===== config.mk =====
export PLATFORM = sky130hd
export DESIGN_NAME = bitstream_deinterleave_section_parser
export DESIGN_NICKNAME = d
export VERILOG_FILES = /design/src/hw/rtl/bdsp_pkg.sv /design/src/hw/rtl/bitstream_deinterleave_section_parser.sv /design/src/hw/rtl/bdsp_lane.sv /design/src/hw/rtl/bdsp_parser.sv
export SDC_FILE = /design/constraint.sdc
export NUM_CORES = 1
export LEC_CHECK = 0
export ABC_AREA = 1
export BUFFER_PORTS_ARGS = -buffer_cell sky130_fd_sc_hd__buf_2
export CAP_MARGIN = 20
export CORE_AREA = 2 2 124 187
export CTS_BUF_LIST = sky130_fd_sc_hd__clkbuf_2 sky130_fd_sc_hd__clkbuf_4 sky130_fd_sc_hd__clkbuf_8
export DETAILED_ROUTE_END_ITERATION = 7
export DIE_AREA = 0 0 126 189
export GPL_TIMING_DRIVEN = 0
export PLACE_DENSITY = 0.67
export SLEW_MARGIN = 20
export SYNTH_ARGS = -nofsm -noshare
export SYNTH_HDL_FRONTEND = slang
export SYNTH_SLANG_ARGS = --single-unit

===== constraint.sdc =====
create_clock -name clk -period 7.54 [get_ports clk]
set_clock_uncertainty 0.2 [all_clocks]
set_input_delay 1.508 -clock clk [delete_from_list [all_inputs] [get_ports clk]]
set_output_delay 1.508 -clock clk [all_outputs]
set_load 0.05 [all_outputs]

===== src/hw/rtl/bdsp_pkg.sv =====
package bdsp_pkg;

	localparam int INTERLEAVE_BYTES = 288;
	localparam int MAX_STREAMS = 8;
	localparam int SEARCH_LIMIT = 100;

	localparam int HDR_LEN = 13;
	localparam int NAME_LO = 8'h61;
	localparam int NAME_HI = 8'h65;
	localparam int LONG_CLAMP = 300 * 1024;
	localparam int SHORT_CLAMP = 64;

	localparam int CHUNK_W = (INTERLEAVE_BYTES > 1) ? $clog2(INTERLEAVE_BYTES) : 1;
	localparam int LANE_W = (MAX_STREAMS > 1) ? $clog2(MAX_STREAMS) : 1;
	localparam int CNT_W = 5;
	// worst case: name byte at the limit minus one, then four length bytes
	localparam int SC_W = $clog2(SEARCH_LIMIT + 5);
	localparam int HIDX_W = 4;
	localparam int LEN_W = 19;
	localparam int ACC_W = 32;
	localparam int LEFT_W = 3;

	localparam int CFG_IDX_W = 2;
	localparam int CFG_DATA_W = 7;
	localparam int COUNT_W = 4;
	localparam int SELECT_W = 3;
	localparam int NAME_W = 7;

	typedef enum logic [CFG_IDX_W-1:0] {
		CFG_STREAM_COUNT   = 2'd0,
		CFG_STREAM_SELECT  = 2'd1,
		CFG_WANTED_SECTION = 2'd2
	} cfg_idx_t;

	typedef enum logic [1:0] {
		KIND_PAYLOAD   = 2'd0,
		KIND_FOUND     = 2'd1,
		KIND_MISMATCH  = 2'd2,
		KIND_NOT_FOUND = 2'd3
	} kind_t;

	typedef enum logic [2:0] {
		PH_HEADER,
		PH_NAME,
		PH_LENGTH,
		PH_SKIP,
		PH_PAYLOAD,
		PH_IDLE
	} phase_t;

	typedef struct packed {
		logic             valid;
		kind_t            kind;
		logic [7:0]       data;
		logic [LEN_W-1:0] len;
		logic             last;
	} res_t;

	function automatic logic [7:0] hdr_byte(input logic [HIDX_W-1:0] idx);
		logic [7:0] v;
		case (idx)
			4'd0:  v = 8'h00;
			4'd1:  v = 8'h09;
			4'd2:  v = 8'h0f;
			4'd3:  v = 8'hf0;
			4'd4:  v = 8'h0f;
			4'd5:  v = 8'hf0;
			4'd6:  v = 8'h0f;
			4'd7:  v = 8'hf0;
			4'd8:  v = 8'h0f;
			4'd9:  v = 8'hf0;
			4'd10: v = 8'h00;
			4'd11: v = 8'h00;
			4'd12: v = 8'h01;
			default: v = 8'h00;
		endcase
		return v;
	endfunction

endpackage


===== src/hw/rtl/bitstream_deinterleave_section_parser.sv =====
// channel   dir  handshake              payload
// in        in   in_valid / in_stall    in_byte, first
// out       out  out_valid / out_stall  kind, out_byte, found_len, last
// cfg       in   cfg_valid / cfg_ready  cfg_index, cfg_data
//
// One item per cycle while out_stall does not hold a full output register; an item's result (if any)
// is held in the input register, then passes through the parser into the output register.
// arst_n clears lane counters, parser state and registers to their defaults.
// out_stall holds the output register and, once the input register is full, raises in_stall.
// cfg_ready is always high; registers are meant to be written while no item is in flight.
module bitstream_deinterleave_section_parser (
	input  logic                            clk,
	input  logic                            arst_n,
	input  logic                            in_valid,
	output logic                            in_stall,
	input  logic [7:0]                      in_byte,
	input  logic                            first,
	output logic                            out_valid,
	input  logic                            out_stall,
	output bdsp_pkg::kind_t                 kind,
	output logic [7:0]                      out_byte,
	output logic [bdsp_pkg::LEN_W-1:0]      found_len,
	output logic                            last,
	input  logic                            cfg_valid,
	output logic                            cfg_ready,
	input  logic [bdsp_pkg::CFG_IDX_W-1:0]  cfg_index,
	input  logic [bdsp_pkg::CFG_DATA_W-1:0] cfg_data
);
	import bdsp_pkg::*;

	logic [COUNT_W-1:0]  stream_count_q;
	logic [SELECT_W-1:0] stream_select_q;
	logic [NAME_W-1:0]   wanted_q;

	logic       valid_s1, first_s1;
	logic [7:0] byte_s1;
	logic       adv, fire, accept, sel;
	res_t       res;

	assign cfg_ready = 1'b1;

	always_ff @(posedge clk or negedge arst_n) begin
		if (!arst_n) begin
			stream_count_q <= COUNT_W'(2);
			stream_select_q <= '0;
			wanted_q <= NAME_W'(NAME_HI);
		end else if (cfg_valid && cfg_ready) begin
			case (cfg_idx_t'(cfg_index))
				CFG_STREAM_COUNT:   stream_count_q <= cfg_data[COUNT_W-1:0];
				CFG_STREAM_SELECT:  stream_select_q <= cfg_data[SELECT_W-1:0];
				CFG_WANTED_SECTION: wanted_q <= cfg_data[NAME_W-1:0];
				default: begin
				end
			endcase
		end
	end

	assign adv = !out_valid || !out_stall;
	assign fire = valid_s1 && adv;
	assign in_stall = valid_s1 && !adv;
	assign accept = in_valid && !in_stall;

	always_ff @(posedge clk or negedge arst_n) begin
		if (!arst_n) begin
			valid_s1 <= 1'b0;
		end else if (accept) begin
			valid_s1 <= 1'b1;
		end else if (adv) begin
			valid_s1 <= 1'b0;
		end
	end

	always_ff @(posedge clk) begin
		if (accept) begin
			byte_s1 <= in_byte;
			first_s1 <= first;
		end
	end

	bdsp_lane u_lane (
		.clk           (clk),
		.arst_n        (arst_n),
		.fire          (fire),
		.first         (first_s1),
		.stream_count  (stream_count_q),
		.stream_select (stream_select_q),
		.sel           (sel)
	);

	bdsp_parser u_parser (
		.clk            (clk),
		.arst_n         (arst_n),
		.fire           (fire),
		.sel            (sel),
		.first          (first_s1),
		.data           (byte_s1),
		.wanted_section (wanted_q),
		.res            (res)
	);

	always_ff @(posedge clk or negedge arst_n) begin
		if (!arst_n) begin
			out_valid <= 1'b0;
		end else if (fire && res.valid) begin
			out_valid <= 1'b1;
		end else if (!out_stall) begin
			out_valid <= 1'b0;
		end
	end

	always_ff @(posedge clk) begin
		if (fire && res.valid) begin
			kind <= res.kind;
			out_byte <= res.data;
			found_len <= res.len;
			last <= res.last;
		end
	end

	a_stall_needs_item: assert property (@(posedge clk) disable iff (!arst_n)
		in_stall |-> valid_s1 && out_valid)
		else $error("input stalled without a held item");

	a_result_lands: assert property (@(posedge clk) disable iff (!arst_n)
		fire && res.valid |=> out_valid)
		else $error("parser result not registered");

	a_last_kind: assert property (@(posedge clk) disable iff (!arst_n)
		out_valid && last |-> kind == KIND_PAYLOAD || kind == KIND_FOUND)
		else $error("last flag on a status item");

	a_byte_only_payload: assert property (@(posedge clk) disable iff (!arst_n)
		out_valid && kind != KIND_PAYLOAD |-> out_byte == 8'h00)
		else $error("data byte on a status item");

endmodule


===== src/hw/rtl/bdsp_lane.sv =====
module bdsp_lane (
	input  logic                         clk,
	input  logic                         arst_n,
	input  logic                         fire,
	input  logic                         first,
	input  logic [bdsp_pkg::COUNT_W-1:0]  stream_count,
	input  logic [bdsp_pkg::SELECT_W-1:0] stream_select,
	output logic                         sel
);
	import bdsp_pkg::*;

	logic [CHUNK_W-1:0] chunk_pos_q, chunk_cur, chunk_nxt;
	logic [LANE_W-1:0]  lane_q, lane_cur, lane_nxt;
	logic [CNT_W-1:0]   cnt_ext, cnt_eff, lane_inc;

	always_comb begin
		cnt_ext = CNT_W'(stream_count);
		if (cnt_ext == '0) begin
			cnt_eff = CNT_W'(1);
		end else if (cnt_ext > CNT_W'(MAX_STREAMS)) begin
			cnt_eff = CNT_W'(MAX_STREAMS);
		end else begin
			cnt_eff = cnt_ext;
		end
	end

	always_comb begin
		chunk_cur = first ? '0 : chunk_pos_q;
		lane_cur = first ? '0 : lane_q;
		sel = (CNT_W'(stream_select) < cnt_eff) && (CNT_W'(lane_cur) == CNT_W'(stream_select));
		lane_inc = CNT_W'(lane_cur) + CNT_W'(1);
		chunk_nxt = chunk_cur + CHUNK_W'(1);
		lane_nxt = lane_cur;
		if ((CNT_W + CHUNK_W)'(chunk_cur) + (CNT_W + CHUNK_W)'(1)
				>= (CNT_W + CHUNK_W)'(INTERLEAVE_BYTES)) begin
			chunk_nxt = '0;
			// a lane left beyond a shrunk count wraps here as well
			lane_nxt = (lane_inc >= cnt_eff) ? '0 : LANE_W'(lane_inc);
		end
	end

	always_ff @(posedge clk or negedge arst_n) begin
		if (!arst_n) begin
			chunk_pos_q <= '0;
			lane_q <= '0;
		end else if (fire) begin
			chunk_pos_q <= chunk_nxt;
			lane_q <= lane_nxt;
		end
	end

endmodule


===== src/hw/rtl/bdsp_parser.sv =====
module bdsp_parser (
	input  logic                        clk,
	input  logic                        arst_n,
	input  logic                        fire,
	input  logic                        sel,
	input  logic                        first,
	input  logic [7:0]                  data,
	input  logic [bdsp_pkg::NAME_W-1:0] wanted_section,
	output bdsp_pkg::res_t              res
);
	import bdsp_pkg::*;

	phase_t            phase_q, ph_c, ph_n;
	logic [HIDX_W-1:0] hidx_q, hidx_c, hidx_n;
	logic              match_q, match_c, match_n;
	logic [SC_W-1:0]   sc_q, sc_c, sc_n;
	logic [NAME_W-1:0] name_q, name_c, name_n;
	logic [ACC_W-1:0]  acc_q, acc_c, acc_n;
	logic [LEFT_W-1:0] left_q, left_c, left_n;
	logic [LEN_W-1:0]  rem_q, rem_c, rem_n;
	logic [LEN_W-1:0]  clamped;
	logic              is_long;

	// first restarts the parser before the item is looked at
	always_comb begin
		ph_c = first ? PH_HEADER : phase_q;
		hidx_c = first ? '0 : hidx_q;
		match_c = first ? 1'b1 : match_q;
		sc_c = first ? '0 : sc_q;
		name_c = first ? '0 : name_q;
		acc_c = first ? '0 : acc_q;
		left_c = first ? '0 : left_q;
		rem_c = first ? '0 : rem_q;
	end

	always_comb begin
		ph_n = ph_c;
		hidx_n = hidx_c;
		match_n = match_c;
		sc_n = sc_c;
		name_n = name_c;
		acc_n = acc_c;
		left_n = left_c;
		rem_n = rem_c;
		res = '0;
		res.kind = KIND_PAYLOAD;
		is_long = (name_c == NAME_W'(NAME_HI));
		clamped = '0;
		if (sel) begin
			case (ph_c)
				PH_HEADER: begin
					if (hidx_c < HIDX_W'(HDR_LEN) && hdr_byte(hidx_c) != data) begin
						match_n = 1'b0;
					end
					hidx_n = hidx_c + HIDX_W'(1);
					if (hidx_n >= HIDX_W'(HDR_LEN)) begin
						if (match_n) begin
							ph_n = PH_NAME;
						end else begin
							ph_n = PH_IDLE;
							res.valid = 1'b1;
							res.kind = KIND_MISMATCH;
						end
					end
				end
				PH_NAME: begin
					sc_n = sc_c + SC_W'(1);
					if (data < 8'(NAME_LO) || data > 8'(NAME_HI)) begin
						ph_n = PH_IDLE;
						res.valid = 1'b1;
						res.kind = KIND_NOT_FOUND;
					end else begin
						name_n = data[NAME_W-1:0];
						acc_n = '0;
						left_n = (data == 8'(NAME_HI)) ? LEFT_W'(4) : LEFT_W'(2);
						ph_n = PH_LENGTH;
					end
				end
				PH_LENGTH: begin
					acc_n = {acc_c[ACC_W-9:0], data};
					sc_n = sc_c + SC_W'(1);
					if (left_c != '0) begin
						left_n = left_c - LEFT_W'(1);
					end
					if (is_long) begin
						clamped = (acc_n > ACC_W'(LONG_CLAMP)) ? LEN_W'(LONG_CLAMP)
							: acc_n[LEN_W-1:0];
					end else begin
						clamped = (acc_n > ACC_W'(SHORT_CLAMP)) ? LEN_W'(SHORT_CLAMP)
							: acc_n[LEN_W-1:0];
					end
					if (left_n == '0) begin
						if (name_c == wanted_section) begin
							rem_n = clamped;
							ph_n = (clamped != '0) ? PH_PAYLOAD : PH_IDLE;
							res.valid = 1'b1;
							res.kind = KIND_FOUND;
							res.len = clamped;
							res.last = (clamped == '0);
						end else if (sc_n >= SC_W'(SEARCH_LIMIT)) begin
							ph_n = PH_IDLE;
							res.valid = 1'b1;
							res.kind = KIND_NOT_FOUND;
						end else begin
							rem_n = clamped;
							ph_n = (clamped != '0) ? PH_SKIP : PH_NAME;
						end
					end
				end
				PH_SKIP: begin
					sc_n = sc_c + SC_W'(1);
					if (rem_c != '0) begin
						rem_n = rem_c - LEN_W'(1);
					end
					if (sc_n >= SC_W'(SEARCH_LIMIT)) begin
						ph_n = PH_IDLE;
						res.valid = 1'b1;
						res.kind = KIND_NOT_FOUND;
					end else if (rem_n == '0) begin
						ph_n = PH_NAME;
					end
				end
				PH_PAYLOAD: begin
					if (rem_c != '0) begin
						rem_n = rem_c - LEN_W'(1);
					end
					if (rem_n == '0) begin
						ph_n = PH_IDLE;
					end
					res.valid = 1'b1;
					res.kind = KIND_PAYLOAD;
					res.data = data;
					res.last = (rem_n == '0);
				end
				default: begin
				end
			endcase
		end
	end

	always_ff @(posedge clk or negedge arst_n) begin
		if (!arst_n) begin
			phase_q <= PH_HEADER;
			hidx_q <= '0;
			match_q <= 1'b1;
			sc_q <= '0;
			name_q <= '0;
			acc_q <= '0;
			left_q <= '0;
			rem_q <= '0;
		end else if (fire) begin
			phase_q <= ph_n;
			hidx_q <= hidx_n;
			match_q <= match_n;
			sc_q <= sc_n;
			name_q <= name_n;
			acc_q <= acc_n;
			left_q <= left_n;
			rem_q <= rem_n;
		end
	end

endmodule


==> results.txt <==
GRT met3 Usage -> 3.42%
WS Path Type -> reg -> reg
wire per inst -> 17.0 um
Yosys cell types -> 53
clock buffer depth -> 2
met2 Use GR -> 41.0%
slew at the pin closest to its max-slew limit -> 1000 ps
Reg2Reg Capture Point -> last$_SDFFCE_PN0P_
Core Rows -> 67
placed insts -> 1529
drt total wl -> 26600 um
Reg2Reg Setup Slack -> 2730 ps
CTS tree -> done
critical path launch point -> first_s1$_DFFE_PP_
unrepaired setup endpoints after global routing -> false
CTS resizes -> 0
clock-pin slew on the worst setup and hold paths -> 90 ps
Syn Inst Count -> 1198
final hold violation count -> 0
die footprint -> 23800 um^2
syn_area_per_cell -> 7.31 um^2
Crit Path Max Fanout -> 30
worst endpoint required time -> 7250 ps
die width -> 126 um
Post-DRT Antenna Nets -> 0
Worst Setup Start Kind -> flip-flop
met1 Use GR -> 25.1%
CTS Root Cell -> clkbuf_8
Clock Latency Late Sink -> 480 ps
outcome -> completed
Setup Buffers After CTS -> 0
Setup violations, final -> 0
grt ovf -> 0
DRC -> 0
clk sinks -> 135
layout cell share with drive strength beyond 1 -> 13.2%
Vias -> 8376
synthesized flop and latch total -> 135
largest net degree at the start of global routing -> 76
critical path capture point type -> flip-flop
max_cap viols -> 0
Critical Path AT -> 4520 ps
total clock buffers created by CTS -> 17
hold depth -> 2
initial antenna violation count -> 0
final slew viol count -> 0
Post-synth EDFFs -> 39
first-pass GRT wire length -> 42000 um
vias in the first global route -> 8079
fin nets -> 1314
hold endpoint -> u_parser.match_q$_DFFE_PN1P_
core area -> 22100 um^2
hold crit path type -> reg -> reg
ys async rst share -> 71.1%
Tcrit/Tclk final -> 63.8%
vias per cell -> 5.37
most frequent cells in the layout -> 251 x nand2_1, 188 x nor2_1, 140 x inv_1, 90 x dfrtp_1, 88 x a21oi_1
Total GRT Usage -> 22.4%
Die Ht -> 189 um
HPWL Detailed -> 20300 um
H-tree Lvls -> 4
Post-Layout Cell Count -> 1561
Seq/Total Area, Yosys -> 40.9%
Max Fclk -> 208 MHz
total negative setup slack -> 0 ps
post-synth net total -> 1240
drt first pass iters -> 6
hold path startpoint -> u_parser.match_q$_DFFE_PN1P_
Worst VDD drop -> 0.133 mV
PortBufs -> 54
Final min period -> 4810 ps
Layout area overhead -> 11.6%
leakage power -> 0.00463 uW
Reg2Reg Launch Point -> first_s1$_DFFE_PP_
IO Pins -> 56
CTS Hold Bufs -> 0
GRT busiest layer -> met2
DR iter-0 viols -> 736
prevailing post-synth register cell -> dfrtp_1
most common cell after layout, fill and taps aside -> nand2_1
Synth Warn # -> 0
Rel. slew slack -> 32.8%
ant diodes -> 0
Netlist Area Pre-Place -> 8750 um^2
pwr dens -> 195 nW/um^2
effective utilization at floorplan -> 39.6%
Worst Reg-to-Reg Cells -> 17
Placer Congestion -> 0.951
critical path: stages (launching register included):
cell,delay [ps]
edfxtp_1,470
buf_6,200
buf_6,180
buf_6,200
clkbuf_1,470
nor2_1,180
ha_1,230
or2_1,220
a31oi_1,220
nand3_1,100
o21ai_0,90
nand3b_1,100
o22ai_1,220
nand2_1,90
nand2_1,90
nand3_1,90
nand2_1,110
clkinv_1,780
power breakdown:
part	internal (uW)	total [uW]	switching (uW)
Combinational	149	450	301
Clock	240	588	348
Sequential	821	865	44.2
per-stage QoR:
stage          util, %  worst slack [ps]  total power, uW  hold WS [ps]  cell area (um^2)
2_1_floorplan        -              3550             1190           249              8750
4_1_cts           44.1              2860             1910           279              9770
3_3_place_gp      42.3              2940             1310           263              9370
3_5_place_dp      42.5              2880             1320           267              9400
6_report          44.1              2730             1900           283              9770
5_1_grt           44.1              2430             2000           313              9770
sequential cells by signal (all words and copies together) (netlist names), 8 cells and up:
name                flops
byte_s1                 8
found_len              19
out_byte                8
u_lane.chunk_pos_q      9
u_parser.acc_q         24
u_parser.rem_q         19
synthesized netlist by cell type (4+ instances only):
cell | n | area share, %
a21oi_1 | 88 | 5.0
a22oi_1 | 15 | 1.3
a31oi_1 | 16 | 1.1
buf_2 | 12 | 0.69
buf_4 | 6 | 0.51
buf_6 | 9 | 1.2
clkbuf_1 | 20 | 0.86
dfrtp_1 | 90 | 26
dfstp_2 | 6 | 1.8
edfxtp_1 | 39 | 13
ha_1 | 19 | 2.7
inv_1 | 141 | 6.0
inv_2 | 10 | 0.43
nand2_1 | 251 | 11
nand2_2 | 11 | 0.79
nand3_1 | 74 | 4.2
nand4_1 | 8 | 0.57
nor2_1 | 188 | 8.1
nor2_2 | 8 | 0.57
nor2_4 | 4 | 0.51
nor3_1 | 13 | 0.74
nor3_2 | 5 | 0.57
o21ai_0 | 71 | 4.1
o21ai_1 | 18 | 1.0
xnor2_1 | 15 | 1.5
xor2_1 | 17 | 1.7
routing by layer:
metal | routed length, um | vias up
li1 | - | 4050
met1 | 10100 | 3948
met2 | 14100 | 291
met3 | 1190 | 87
met4 | 1190 | 0
met5 | 0 | -
cell families (layout without fill, tap and decap cells):
family          count (synthesis)  after routing  share of synthesized area (%)
xor+xnor                       32             32                           3.20
fa+ha+maj                      19             19                           2.72
simple gates                  579            579                           28.5
compound gates                228            228                           14.4
mux                             3              3                          0.386
buf+inv                       201            288                           9.82
other cells                     1              1                         0.0428
flops                         135            135                           40.9
area by class of cell:
type / count / area (um^2)
fill: 2286 / 12400
multi-input combinational: 862 / 4310
sequential: 135 / 3580
inverter: 151 / 567
tap: 276 / 345
timing repair buffer: 55 / 304
buffer: 50 / 293
clock buffer: 17 / 234
clock inverter: 15 / 134
how the worst max path moves through the flow:
| stage | slack [ps] | depth (start not counted) | to |
|---|---|---|---|
| detailed placement | 2880 | 17 | found_len[10]$_SDFFCE_PN0P_ |
| floorplan | 3550 | 2 | in_stall |
| finish | 2730 | 17 | last$_SDFFCE_PN0P_ |
| global placement | 2940 | 17 | found_len[4]$_SDFFCE_PN0P_ |
| CTS | 2860 | 17 | last$_SDFFCE_PN0P_ |
| global route | 2430 | 17 | last$_SDFFCE_PN0P_ |
No activity file was read; power rests on OpenSTA's default activity.
